===== src/lcpp_pkg.sv =====
// shared types and constants for the led color pixel pipeline
package lcpp_pkg;

    // component and field widths
    localparam int COMP_W  = 8;
    localparam int PROD_W  = 2 * COMP_W;
    localparam int CFG_A_W = 2;

    // hue region geometry of the six-region scheme
    localparam int REGION_WIDTH = 43;
    localparam int NUM_REGIONS  = 6;
    localparam int FRAC_SCALE   = 6;

    // reset level of the global brightness
    localparam logic [COMP_W-1:0] BRIGHT_RESET = 8'hFF;

    // configuration register indexes
    localparam logic [CFG_A_W-1:0] CFG_GAMMA  = 2'd0;
    localparam logic [CFG_A_W-1:0] CFG_ORDER  = 2'd1;
    localparam logic [CFG_A_W-1:0] CFG_BRIGHT = 2'd2;

    // channel order codes
    localparam logic ORDER_GRB = 1'b0;
    localparam logic ORDER_RGB = 1'b1;

    // pixel color mode
    typedef enum logic {
        MODE_RGB = 1'b0,
        MODE_HSV = 1'b1
    } mode_t;

    // hue region, named by the hue span it covers
    typedef enum logic [2:0] {
        SEC_R_TO_Y = 3'd0,
        SEC_Y_TO_G = 3'd1,
        SEC_G_TO_C = 3'd2,
        SEC_C_TO_B = 3'd3,
        SEC_B_TO_M = 3'd4,
        SEC_M_TO_R = 3'd5
    } sector_t;

    // after decode: region found, rgb path finished, first hsv product
    typedef struct packed {
        mode_t              mode;
        logic               grey;
        sector_t            sector;
        logic [COMP_W-1:0]  sat;
        logic [COMP_W-1:0]  val;
        logic [COMP_W-1:0]  frac;
        logic [COMP_W-1:0]  red0;
        logic [COMP_W-1:0]  green0;
        logic [COMP_W-1:0]  blue0;
        logic [PROD_W-1:0]  lo_prod;
    } dec_t;

    // after the saturation products
    typedef struct packed {
        mode_t              mode;
        logic               grey;
        sector_t            sector;
        logic [COMP_W-1:0]  val;
        logic [COMP_W-1:0]  red0;
        logic [COMP_W-1:0]  green0;
        logic [COMP_W-1:0]  blue0;
        logic [COMP_W-1:0]  lo;
        logic [COMP_W-1:0]  sat_fall;
        logic [COMP_W-1:0]  sat_rise;
    } sat_t;

    // after the value products: every candidate channel level known
    typedef struct packed {
        mode_t              mode;
        logic               grey;
        sector_t            sector;
        logic [COMP_W-1:0]  val;
        logic [COMP_W-1:0]  red0;
        logic [COMP_W-1:0]  green0;
        logic [COMP_W-1:0]  blue0;
        logic [COMP_W-1:0]  lo;
        logic [COMP_W-1:0]  fall;
        logic [COMP_W-1:0]  rise;
    } lvl_t;

    // three output bytes in send order
    typedef struct packed {
        logic [COMP_W-1:0]  third;
        logic [COMP_W-1:0]  second;
        logic [COMP_W-1:0]  first;
    } pix_t;

endpackage


===== src/lcpp_decode.sv =====
// stage one: hue region search, gamma squares and the low hsv level product
module lcpp_decode (
    input  logic                          aclk,
    input  logic                          en,
    input  logic                          gamma_enable,
    input  lcpp_pkg::mode_t               color_mode,
    input  logic [lcpp_pkg::COMP_W-1:0]   comp_a,
    input  logic [lcpp_pkg::COMP_W-1:0]   comp_b,
    input  logic [lcpp_pkg::COMP_W-1:0]   comp_c,
    output lcpp_pkg::dec_t                dec_reg
);

    lcpp_pkg::dec_t                 dec_next;
    lcpp_pkg::sector_t              sector;
    logic [lcpp_pkg::COMP_W-1:0]    base;
    logic [lcpp_pkg::COMP_W-1:0]    rem;
    logic [lcpp_pkg::COMP_W-1:0]    gam_a;
    logic [lcpp_pkg::COMP_W-1:0]    gam_b;
    logic [lcpp_pkg::COMP_W-1:0]    gam_c;

    // square-law gamma ((x+1)^2-1)>>8
    function automatic logic [lcpp_pkg::COMP_W-1:0] square_gamma(
        input logic [lcpp_pkg::COMP_W-1:0] x
    );
        logic [lcpp_pkg::COMP_W:0]     xp1;
        logic [2*lcpp_pkg::COMP_W+1:0] sq;
        logic [2*lcpp_pkg::COMP_W+1:0] dec;
        xp1 = {1'b0, x} + 1'b1;
        sq  = {{(lcpp_pkg::COMP_W+1){1'b0}}, xp1} * {{(lcpp_pkg::COMP_W+1){1'b0}}, xp1};
        dec = sq - 1'b1;
        return dec[2*lcpp_pkg::COMP_W-1:lcpp_pkg::COMP_W];
    endfunction

    // region = hue / 43 by threshold compares, and the region start
    always_comb begin
        sector = lcpp_pkg::SEC_R_TO_Y;
        base   = '0;
        for (int k = 1; k < lcpp_pkg::NUM_REGIONS; k++) begin
            if (comp_a >= 8'(k * lcpp_pkg::REGION_WIDTH)) begin
                sector = lcpp_pkg::sector_t'(3'(k));
                base   = 8'(k * lcpp_pkg::REGION_WIDTH);
            end
        end
        rem = comp_a - base;
    end

    assign gam_a = square_gamma(comp_a);
    assign gam_b = square_gamma(comp_b);
    assign gam_c = square_gamma(comp_c);

    // next stage contents
    always_comb begin
        dec_next.mode    = color_mode;
        dec_next.grey    = (comp_b == '0);
        dec_next.sector  = sector;
        dec_next.sat     = comp_b;
        dec_next.val     = comp_c;
        dec_next.frac    = 8'(rem * lcpp_pkg::FRAC_SCALE);
        dec_next.red0    = gamma_enable ? gam_a : comp_a;
        dec_next.green0  = gamma_enable ? gam_b : comp_b;
        dec_next.blue0   = gamma_enable ? gam_c : comp_c;
        dec_next.lo_prod = {{lcpp_pkg::COMP_W{1'b0}}, comp_c}
                         * {{lcpp_pkg::COMP_W{1'b0}}, ~comp_b};
    end

    always_ff @(posedge aclk) begin
        if (en) begin
            dec_reg <= dec_next;
        end
    end

endmodule


===== src/lcpp_hsv.sv =====
// stages two and three: saturation products, then value products of the hsv ramps
module lcpp_hsv (
    input  logic            aclk,
    input  logic            en_sat,
    input  logic            en_lvl,
    input  lcpp_pkg::dec_t  dec_in,
    output lcpp_pkg::lvl_t  lvl_reg
);

    lcpp_pkg::sat_t                 sat_reg;
    lcpp_pkg::sat_t                 sat_next;
    lcpp_pkg::lvl_t                 lvl_next;
    logic [lcpp_pkg::PROD_W-1:0]    p_fall;
    logic [lcpp_pkg::PROD_W-1:0]    p_rise;
    logic [lcpp_pkg::PROD_W-1:0]    v_fall;
    logic [lcpp_pkg::PROD_W-1:0]    v_rise;

    // s*frac and s*(255-frac)
    always_comb begin
        p_fall = {{lcpp_pkg::COMP_W{1'b0}}, dec_in.sat}
               * {{lcpp_pkg::COMP_W{1'b0}}, dec_in.frac};
        p_rise = {{lcpp_pkg::COMP_W{1'b0}}, dec_in.sat}
               * {{lcpp_pkg::COMP_W{1'b0}}, ~dec_in.frac};
        sat_next.mode     = dec_in.mode;
        sat_next.grey     = dec_in.grey;
        sat_next.sector   = dec_in.sector;
        sat_next.val      = dec_in.val;
        sat_next.red0     = dec_in.red0;
        sat_next.green0   = dec_in.green0;
        sat_next.blue0    = dec_in.blue0;
        sat_next.lo       = dec_in.lo_prod[lcpp_pkg::PROD_W-1:lcpp_pkg::COMP_W];
        sat_next.sat_fall = p_fall[lcpp_pkg::PROD_W-1:lcpp_pkg::COMP_W];
        sat_next.sat_rise = p_rise[lcpp_pkg::PROD_W-1:lcpp_pkg::COMP_W];
    end

    always_ff @(posedge aclk) begin
        if (en_sat) begin
            sat_reg <= sat_next;
        end
    end

    // v*(255-x)>>8 for the falling and rising ramps
    always_comb begin
        v_fall = {{lcpp_pkg::COMP_W{1'b0}}, sat_reg.val}
               * {{lcpp_pkg::COMP_W{1'b0}}, ~sat_reg.sat_fall};
        v_rise = {{lcpp_pkg::COMP_W{1'b0}}, sat_reg.val}
               * {{lcpp_pkg::COMP_W{1'b0}}, ~sat_reg.sat_rise};
        lvl_next.mode   = sat_reg.mode;
        lvl_next.grey   = sat_reg.grey;
        lvl_next.sector = sat_reg.sector;
        lvl_next.val    = sat_reg.val;
        lvl_next.red0   = sat_reg.red0;
        lvl_next.green0 = sat_reg.green0;
        lvl_next.blue0  = sat_reg.blue0;
        lvl_next.lo     = sat_reg.lo;
        lvl_next.fall   = v_fall[lcpp_pkg::PROD_W-1:lcpp_pkg::COMP_W];
        lvl_next.rise   = v_rise[lcpp_pkg::PROD_W-1:lcpp_pkg::COMP_W];
    end

    always_ff @(posedge aclk) begin
        if (en_lvl) begin
            lvl_reg <= lvl_next;
        end
    end

endmodule


===== src/lcpp_scale.sv =====
// stages four and five: channel select, reorder, brightness product and divide by 255
module lcpp_scale (
    input  logic                          aclk,
    input  logic                          en_mul,
    input  logic                          en_out,
    input  logic                          order_select,
    input  logic [lcpp_pkg::COMP_W-1:0]   brightness,
    input  lcpp_pkg::lvl_t                lvl_in,
    output lcpp_pkg::pix_t                pix_reg
);

    logic [lcpp_pkg::COMP_W-1:0]  red;
    logic [lcpp_pkg::COMP_W-1:0]  green;
    logic [lcpp_pkg::COMP_W-1:0]  blue;
    logic [lcpp_pkg::COMP_W-1:0]  first;
    logic [lcpp_pkg::COMP_W-1:0]  second;
    logic [lcpp_pkg::PROD_W-1:0]  prod_reg [3];
    logic [lcpp_pkg::PROD_W-1:0]  prod_next [3];
    lcpp_pkg::pix_t               pix_next;

    // exact x/255 for x up to 255*255
    function automatic logic [lcpp_pkg::COMP_W-1:0] div255(
        input logic [lcpp_pkg::PROD_W-1:0] x
    );
        logic [lcpp_pkg::PROD_W:0] sum;
        sum = {1'b0, x} + 1'b1
            + {{(lcpp_pkg::COMP_W+1){1'b0}}, x[lcpp_pkg::PROD_W-1:lcpp_pkg::COMP_W]};
        return sum[lcpp_pkg::PROD_W-1:lcpp_pkg::COMP_W];
    endfunction

    // pick channel levels from the rgb path or the hsv region
    always_comb begin
        red   = lvl_in.val;
        green = lvl_in.val;
        blue  = lvl_in.val;
        if (lvl_in.mode == lcpp_pkg::MODE_RGB) begin
            red   = lvl_in.red0;
            green = lvl_in.green0;
            blue  = lvl_in.blue0;
        end else if (!lvl_in.grey) begin
            unique case (lvl_in.sector)
                lcpp_pkg::SEC_R_TO_Y: begin
                    red = lvl_in.val;  green = lvl_in.rise; blue = lvl_in.lo;
                end
                lcpp_pkg::SEC_Y_TO_G: begin
                    red = lvl_in.fall; green = lvl_in.val;  blue = lvl_in.lo;
                end
                lcpp_pkg::SEC_G_TO_C: begin
                    red = lvl_in.lo;   green = lvl_in.val;  blue = lvl_in.rise;
                end
                lcpp_pkg::SEC_C_TO_B: begin
                    red = lvl_in.lo;   green = lvl_in.fall; blue = lvl_in.val;
                end
                lcpp_pkg::SEC_B_TO_M: begin
                    red = lvl_in.rise; green = lvl_in.lo;   blue = lvl_in.val;
                end
                default: begin
                    red = lvl_in.val;  green = lvl_in.lo;   blue = lvl_in.fall;
                end
            endcase
        end
    end

    // send order, then brightness products
    always_comb begin
        first  = (order_select == lcpp_pkg::ORDER_GRB) ? green : red;
        second = (order_select == lcpp_pkg::ORDER_GRB) ? red : green;
        prod_next[0] = {{lcpp_pkg::COMP_W{1'b0}}, first}
                     * {{lcpp_pkg::COMP_W{1'b0}}, brightness};
        prod_next[1] = {{lcpp_pkg::COMP_W{1'b0}}, second}
                     * {{lcpp_pkg::COMP_W{1'b0}}, brightness};
        prod_next[2] = {{lcpp_pkg::COMP_W{1'b0}}, blue}
                     * {{lcpp_pkg::COMP_W{1'b0}}, brightness};
    end

    always_ff @(posedge aclk) begin
        if (en_mul) begin
            prod_reg <= prod_next;
        end
    end

    // divide by 255 into the output register
    always_comb begin
        pix_next.first  = div255(prod_reg[0]);
        pix_next.second = div255(prod_reg[1]);
        pix_next.third  = div255(prod_reg[2]);
    end

    always_ff @(posedge aclk) begin
        if (en_out) begin
            pix_reg <= pix_next;
        end
    end

endmodule


===== src/led_color_pixel_pipeline_core.sv =====
// top level: config registers, stage valid chain and the pixel datapath
// an accepted request passes the decode, saturation, level, product and output registers in turn
// throughput: one pixel per cycle while m_tready holds; empty stages close up under output stalls
// each of the five register stages holds at most one multiplier row per channel
// reset (aresetn low, synchronous) clears all stage valids, gamma off,
// grb order and full brightness; no clearing pass is needed
module led_color_pixel_pipeline_core (
    input  logic                            aclk,
    input  logic                            aresetn,
    // configuration write port
    input  logic                            cfg_we,
    input  logic [lcpp_pkg::CFG_A_W-1:0]    cfg_addr,
    input  logic [lcpp_pkg::COMP_W-1:0]     cfg_wdata,
    // pixel request channel
    input  logic                            s_tvalid,
    output logic                            s_tready,
    input  logic [23:0]                     s_tdata,  // comp_a, comp_b, comp_c
    input  logic                            s_tuser,  // color_mode
    // byte result channel
    output logic                            m_tvalid,
    input  logic                            m_tready,
    output logic [23:0]                     m_tdata   // byte_first, byte_second, byte_third
);

    localparam int NUM_STAGES = 5;

    logic                           gamma_enable_reg;
    logic                           order_select_reg;
    logic [lcpp_pkg::COMP_W-1:0]    brightness_reg;
    logic [NUM_STAGES-1:0]          valid_reg;
    logic [NUM_STAGES-1:0]          valid_next;
    logic [NUM_STAGES-1:0]          en;
    lcpp_pkg::dec_t                 dec_q;
    lcpp_pkg::lvl_t                 lvl_q;
    lcpp_pkg::pix_t                 pix_q;

    // configuration registers
    always_ff @(posedge aclk) begin
        if (!aresetn) begin
            gamma_enable_reg <= 1'b0;
            order_select_reg <= lcpp_pkg::ORDER_GRB;
            brightness_reg   <= lcpp_pkg::BRIGHT_RESET;
        end else if (cfg_we) begin
            if (cfg_addr == lcpp_pkg::CFG_GAMMA) begin
                gamma_enable_reg <= cfg_wdata[0];
            end
            if (cfg_addr == lcpp_pkg::CFG_ORDER) begin
                order_select_reg <= cfg_wdata[0];
            end
            if (cfg_addr == lcpp_pkg::CFG_BRIGHT) begin
                brightness_reg <= cfg_wdata;
            end
        end
    end

    // a stage loads when it is empty or its successor moves on
    always_comb begin
        en[NUM_STAGES-1] = !valid_reg[NUM_STAGES-1] || m_tready;
        for (int k = NUM_STAGES - 2; k >= 0; k--) begin
            en[k] = !valid_reg[k] || en[k+1];
        end
        valid_next = valid_reg;
        for (int k = 0; k < NUM_STAGES; k++) begin
            if (en[k]) begin
                valid_next[k] = (k == 0) ? s_tvalid : valid_reg[(k == 0) ? 0 : k - 1];
            end
        end
    end

    always_ff @(posedge aclk) begin
        if (!aresetn) begin
            valid_reg <= '0;
        end else begin
            valid_reg <= valid_next;
        end
    end

    assign s_tready = en[0];
    assign m_tvalid = valid_reg[NUM_STAGES-1];
    assign m_tdata  = pix_q;

    // datapath stages
    lcpp_decode u_decode (
        .aclk         (aclk),
        .en           (en[0]),
        .gamma_enable (gamma_enable_reg),
        .color_mode   (lcpp_pkg::mode_t'(s_tuser)),
        .comp_a       (s_tdata[7:0]),
        .comp_b       (s_tdata[15:8]),
        .comp_c       (s_tdata[23:16]),
        .dec_reg      (dec_q)
    );

    lcpp_hsv u_hsv (
        .aclk    (aclk),
        .en_sat  (en[1]),
        .en_lvl  (en[2]),
        .dec_in  (dec_q),
        .lvl_reg (lvl_q)
    );

    lcpp_scale u_scale (
        .aclk         (aclk),
        .en_mul       (en[3]),
        .en_out       (en[4]),
        .order_select (order_select_reg),
        .brightness   (brightness_reg),
        .lvl_in       (lvl_q),
        .pix_reg      (pix_q)
    );

    // a ready sink never stalls the input side
    assert property (@(posedge aclk) disable iff (!aresetn)
        (!m_tvalid || m_tready) |-> s_tready)
        else $error("input stalled while output side can drain");

    // an accepted request reaches the output when the output side does not stall
    assert property (@(posedge aclk) disable iff (!aresetn)
        (s_tvalid && s_tready) ##1 m_tready ##1 m_tready ##1 m_tready ##1 m_tready
        |=> m_tvalid)
        else $error("request lost in the pipeline");

    // reset leaves no stage holding a result
    assert property (@(posedge aclk)
        $past(!aresetn) |-> (valid_reg == '0))
        else $error("stage valid survived reset");

endmodule

===== config.mk =====
export PLATFORM = sky130hd
export DESIGN_NAME = led_color_pixel_pipeline_core
export DESIGN_NICKNAME = d
export VERILOG_FILES = /design/src/lcpp_pkg.sv /design/src/lcpp_decode.sv /design/src/lcpp_hsv.sv /design/src/lcpp_scale.sv /design/src/led_color_pixel_pipeline_core.sv
export SDC_FILE = /design/constraint.sdc
export NUM_CORES = 2
export LEC_CHECK = 0
export BUFFER_PORTS_ARGS = -buffer_cell sky130_fd_sc_hd__buf_4
export CAP_MARGIN = 20
export CORE_MARGIN = 2
export CORE_UTILIZATION = 40
export CTS_BUF_LIST = sky130_fd_sc_hd__clkbuf_2
export CTS_CLUSTER_SIZE = 8
export DETAILED_ROUTE_END_ITERATION = 7
export PLACE_DENSITY = 0.54
export SLEW_MARGIN = 20
export SYNTH_ARGS = -nofsm -noshare
export SYNTH_HDL_FRONTEND = slang
export SYNTH_SLANG_ARGS = --single-unit
export TNS_END_PERCENT = 50

===== constraint.sdc =====
create_clock -name aclk -period 7.4 [get_ports aclk]
set_input_delay 0.74 -clock aclk [delete_from_list [all_inputs] [get_ports aclk]]
set_output_delay 0.74 -clock aclk [all_outputs]
set_load 0.03 [all_outputs]

After elaboration in Yosys (flattened, before gate mapping). Index checks and enable logic that the tools add are counted.

Register bits: 277. Logic and storage cells: 129. Bits of input ports: 40.

Muxes and demuxes: 23. Eq/ne operators: 6. Bitwise logic cells: 4. Reductions and logical operators: 21. $mul: 12. Order comparisons: 5. Add/sub/neg operators: 13.

Operator list (count): 8-bit by 8-bit multiplier with 16-bit output (7); 8-bit two-way mux (14); 8-bit one-hot mux with 3 select lines (3); 16-bit by 1-bit adder with 16-bit output, second input constant (3); 16-bit by 8-bit adder with 16-bit output (3); 9-bit by 9-bit multiplier with 16-bit output (3); 16-bit by 1-bit subtractor with 16-bit output, second input constant (3); 8-bit NOT (4); 8-bit by 1-bit adder with 9-bit output, second input constant (3); 8-bit greater-or-equal comparator, second input constant (3); 8-bit by 7-bit multiplier with 15-bit output (1); 2-bit OR reduction (5); 8-bit by 6-bit greater-or-equal comparator with 1-bit output, second input constant (1); 8-bit by 7-bit greater-or-equal comparator with 1-bit output, second input constant (1); 8-bit zero test (1); 8-bit by 2-bit multiplier with 7-bit output, second input constant (1); 8-bit subtractor (1); 7-bit two-way mux (1); 3-bit by 2-bit equality test with 1-bit output, second input constant (2); 6-bit two-way mux (1); 2-bit AND reduction (3); 1-bit zero test (5); 1-bit logical OR (5); 2-bit two-way mux (2); other kinds (7) (8).

Longest topological paths before layout.
Depth after elaboration: 8. Gate-level depth with buffers: 25. Mapped depth without buffers: 24.

Modules after synthesis. Synthesis repeated with hierarchy kept, for this count alone.

Cell total of the unflattened synthesis: 3464. Area, all modules: 34914.7 um2.

Modules (own cells, without submodules): lcpp_decode (times used 1, sequential area each 2042.0 um2, cells each 1232, area an instance 11717.5 um2); lcpp_hsv (times used 1, sequential area each 3663.5 um2, cells each 1034, area an instance 11702.5 um2); lcpp_scale (times used 1, sequential area each 2162.1 um2, cells each 1128, area an instance 10827.9 um2); led_color_pixel_pipeline_core (times used 1, sequential area each 300.3 um2, cells each 70, area an instance 666.9 um2).

Worst setup path after synthesis. OpenSTA, ideal clock, no wires.

Kind: input-to-reg. From: in s_tdata[9]. To: reg u_decode.dec_reg[30] (netlist bit) (data pin). Arrival time: 6107 ps. Slack: 1025 ps. Buffers on the path: 1. Stages: 22. Path through: clkbuf_1 > nand3_1 > or2_2 > xor2_1 > nor2_1 > fa_1 > fa_1 > inv_1 > fa_1 > inv_1 > fa_1 > inv_1 > fa_1 > inv_1 > ha_1 > a41o_1 > a21oi_1 > a21oi_1 > a211o_1 > o31ai_1 > xor2_1 > a21oi_1.

RTL lines: from (decl) (line led_color_pixel_pipeline_core.sv:17) `input logic [23:0] s_tdata,`; to (signal assigned) (line lcpp_decode.sv:68) `dec_reg <= dec_next;`; to (decl) (line lcpp_decode.sv:10) `output lcpp_pkg::dec_t dec_reg`.

==> results.toml <==
[die]
initial_utilization_pct = 40.5
dieArea_mm2 = 0.0854
die_height_um = 292
core_mm2 = 0.0821
design.portCount = 66
dieWidth_um = 292
row_count = 105

[drt]
drc = 0
detailroute.via_count = 21900
drt-pass1-iter-count = 5
wl_met2_um = 33300
drt-total-wl_um = 70700
top_layer_used = "met4"
wl_met3_um = 2350
number_of_nets_with_antenna_violations_after_routing = 0
vias_per_cell = 4.83
detail_route.iter0.violations = 986
detail_route.wl_per_cell_um = 15.6
m1WireLength_um = 33700

[yosys]
synth_simple_gate_area_share_pct = 14.9
yosysWarningCount = 0
yosysTopAreaCell = "sky130_fd_sc_hd__fa_1"
postSynth.asyncResetShare_pct = 0
synth.area.mux_share_pct = 1.23
distinct_cells_synth = 81
ys_flop_type = "sky130_fd_sc_hd__edfxtp_1"
seq_area_frac_synth_pct = 23.9
yosys_reg_bits = 269
compound_cell_area_share_of_the_yosys_netlist_pct = 7.07
synthesized_area_per_cell_um2 = 10.1
post-synth-top-count-cell = "sky130_fd_sc_hd__inv_1"
synth_enable_flop_cells = 254
syn_inst = 3275
post_synth_fa_ha_maj_area_fraction_pct = 40.4
synth.cells.most_frequent = "sky130_fd_sc_hd__inv_1, sky130_fd_sc_hd__ha_1, sky130_fd_sc_hd__fa_1"
synth_top_family_by_area = "adder cells"
post-synth-top-area-fraction_pct = 24.3
synth.cell_area_mm2 = 0.0332
synth-xor-area-share_pct = 4.51
synth.top_cells.by_area = "sky130_fd_sc_hd__fa_1, sky130_fd_sc_hd__edfxtp_1, sky130_fd_sc_hd__ha_1"

[finish]
drive_above_1_share_pct = 7.86
layout.filler_cells = 8029
multi_input_area_mm2 = 0.0227
area.sequential_mm2 = 0.00793
largest_reg_flops = 61
finalNetCount = 4278
area_growth_syn_to_layout_pct = 8.62

[sta]
timing.final.max_slew_violations = 0
skew_ns = 0.0695
timing.max_slew.rel_slack_pct = 25.0
final_clock_period_utilization_by_the_worst_path_pct = 90.2
final_hold_vio_count = 0
fmax_mhz = 150
setup_tns_ns = 0
finalWorstPathRequiredPeriod_ns = 6.68
worstMarginPinSlew_ns = 1.12
rsz0062_at_grt = "false"
setup_viol = 0

[placement]
globalplace.congestion = 0.851
hpwlAfterDp_um = 55000
placement.io_buffers = 65

[global_routing]
grt_pass1_wl_um = 120000
grt.overflow.total = 0
global_route.usage.total_pct = 17.4
number_of_antenna_violations_at_the_first_check_in_global_routing = 3
largest_net_degree_at_the_start_of_global_routing = 62
first_global_vias = 23600

[critical_path]
crit_path_start_kind = "register"
crit_type = "reg2reg"
critical_path.max_fanout = 24
critical_path_arrival_ns = 7.42
required_ns = 8.14
cp-end-kind = "register"

[cts]
cts_sinks = 269
cts-htree-levels = 3
hold_buffers = 37
ctsLongestPathBuffers = 3
clock_latency_ns = 1.01
clk_transition_reported_paths_ns = 0.09
cts_resized = 0
cts-root-buf = "sky130_fd_sc_hd__clkbuf_2"
tritoncts = "yes"
tritoncts.num_buffers = 77
post_cts_buffers = 0

[run]
maxCapViolCount = 0

[run_status]
run_status = "completed"

[min_path]
kind_of_path_behind_the_tightest_hold_check = "in2reg"
## critical path, cell delays in order (launching register included)
cell                       delay [ns]
sky130_fd_sc_hd__edfxtp_1        0.70
sky130_fd_sc_hd__or3b_1          0.55
sky130_fd_sc_hd__a21oi_4         0.43
sky130_fd_sc_hd__o211ai_1        0.16
sky130_fd_sc_hd__o211ai_1        0.12
sky130_fd_sc_hd__o21ai_0         0.21
sky130_fd_sc_hd__mux2_2          0.43
sky130_fd_sc_hd__and2_1          0.20
sky130_fd_sc_hd__fa_1            0.48
sky130_fd_sc_hd__fa_1            0.51
sky130_fd_sc_hd__fa_1            0.49
sky130_fd_sc_hd__inv_1           0.05
sky130_fd_sc_hd__fa_1            0.47
sky130_fd_sc_hd__inv_1           0.04
sky130_fd_sc_hd__ha_1            0.31
sky130_fd_sc_hd__or2_2           0.32
sky130_fd_sc_hd__o31a_1          0.10
sky130_fd_sc_hd__o41a_1          0.12
sky130_fd_sc_hd__a41o_1          0.27
sky130_fd_sc_hd__o41ai_1         0.33
sky130_fd_sc_hd__xnor2_1         0.10
## per-layer routing
layer  global-route usage (%)  up-vias
li1                         -    10800
met1                     23.3    10700
met2                     29.6      301
met3                     2.46       76
met4                     4.39        0
met5                        0        -
## final cells by class
cell class	instances	area share [%]
diodes	4	0.0277
clock buffers	104	1.44
clock inverters	29	0.596
inverters	618	6.43
multi-input cells	2315	62.9
flip-flops and latches	269	22.0
well taps	1070	3.71
repair buffers	127	2.90
## placed cells by master, fill, tap and decap left out, types with 7 or more instances in the layout
master,count
sky130_fd_sc_hd__a221oi_1,8
sky130_fd_sc_hd__or2_2,11
sky130_fd_sc_hd__nor2_1,127
sky130_fd_sc_hd__buf_4,90
sky130_fd_sc_hd__a22oi_1,9
sky130_fd_sc_hd__clkinv_1,16
sky130_fd_sc_hd__conb_1,17
sky130_fd_sc_hd__nand2b_1,154
sky130_fd_sc_hd__clkbuf_2,104
sky130_fd_sc_hd__a21oi_1,97
sky130_fd_sc_hd__or3_1,11
sky130_fd_sc_hd__o21a_1,28
sky130_fd_sc_hd__clkinv_2,7
sky130_fd_sc_hd__nand3_1,31
sky130_fd_sc_hd__nor2b_1,161
sky130_fd_sc_hd__and3_1,20
sky130_fd_sc_hd__a211oi_1,10
sky130_fd_sc_hd__nand2_1,187
sky130_fd_sc_hd__and2_1,145
sky130_fd_sc_hd__inv_1,615
sky130_fd_sc_hd__ha_1,426
sky130_fd_sc_hd__xnor2_1,121
sky130_fd_sc_hd__dfxtp_1,15
sky130_fd_sc_hd__nand3b_1,10
sky130_fd_sc_hd__xor2_1,50
sky130_fd_sc_hd__edfxtp_1,254
sky130_fd_sc_hd__nor3_1,20
sky130_fd_sc_hd__o211ai_1,36
sky130_fd_sc_hd__mux2i_1,10
sky130_fd_sc_hd__mux2_2,25
sky130_fd_sc_hd__a21o_1,37
sky130_fd_sc_hd__o21ai_0,58
sky130_fd_sc_hd__dlygate4sd3_1,37
sky130_fd_sc_hd__fa_1,404
## kinds of logic (layout without fill, tap and decap cells)
family	Yosys count	in the layout
simple gates	915	915
fa+ha+maj	830	830
buf+inv	706	878
compound gates	345	345
flops	269	269
xor+xnor	171	171
mux	37	37
other cells	2	21
## metrics by stage
step                      util, %  setup slack, ns  hold WS, ns  std cells  cell area, µm²
after floorplan                 -             1.02        0.400       3290           33300
after global placement       42.6            0.619        0.401       4362           35000
after detailed placement     42.6            0.521        0.405       4362           35000
after CTS                    43.9            0.729      0.00808       4532           36100
after global routing         44.0            0.332      -0.0128       4536           36100
final                        44.0            0.722        0.163       4536           36100
## worst paths after layout
kind                                           start                   end  slack, ns  depth (start not counted)
worst max register to register     u_hsv.lvl_reg[56]  u_scale.prod_reg[46]       0.72                         20
worst min register to register  u_decode.dec_reg[53]    u_hsv.lvl_next[53]       0.42                          0
worst max-delay path               u_hsv.lvl_reg[56]  u_scale.prod_reg[46]       0.72                         20
worst min-delay path                     s_tdata[15]  u_decode.dec_reg[63]       0.16                          1
Power is not shown: default switching activity piles up to over one toggle a cycle in this logic, so the estimate is an artifact.
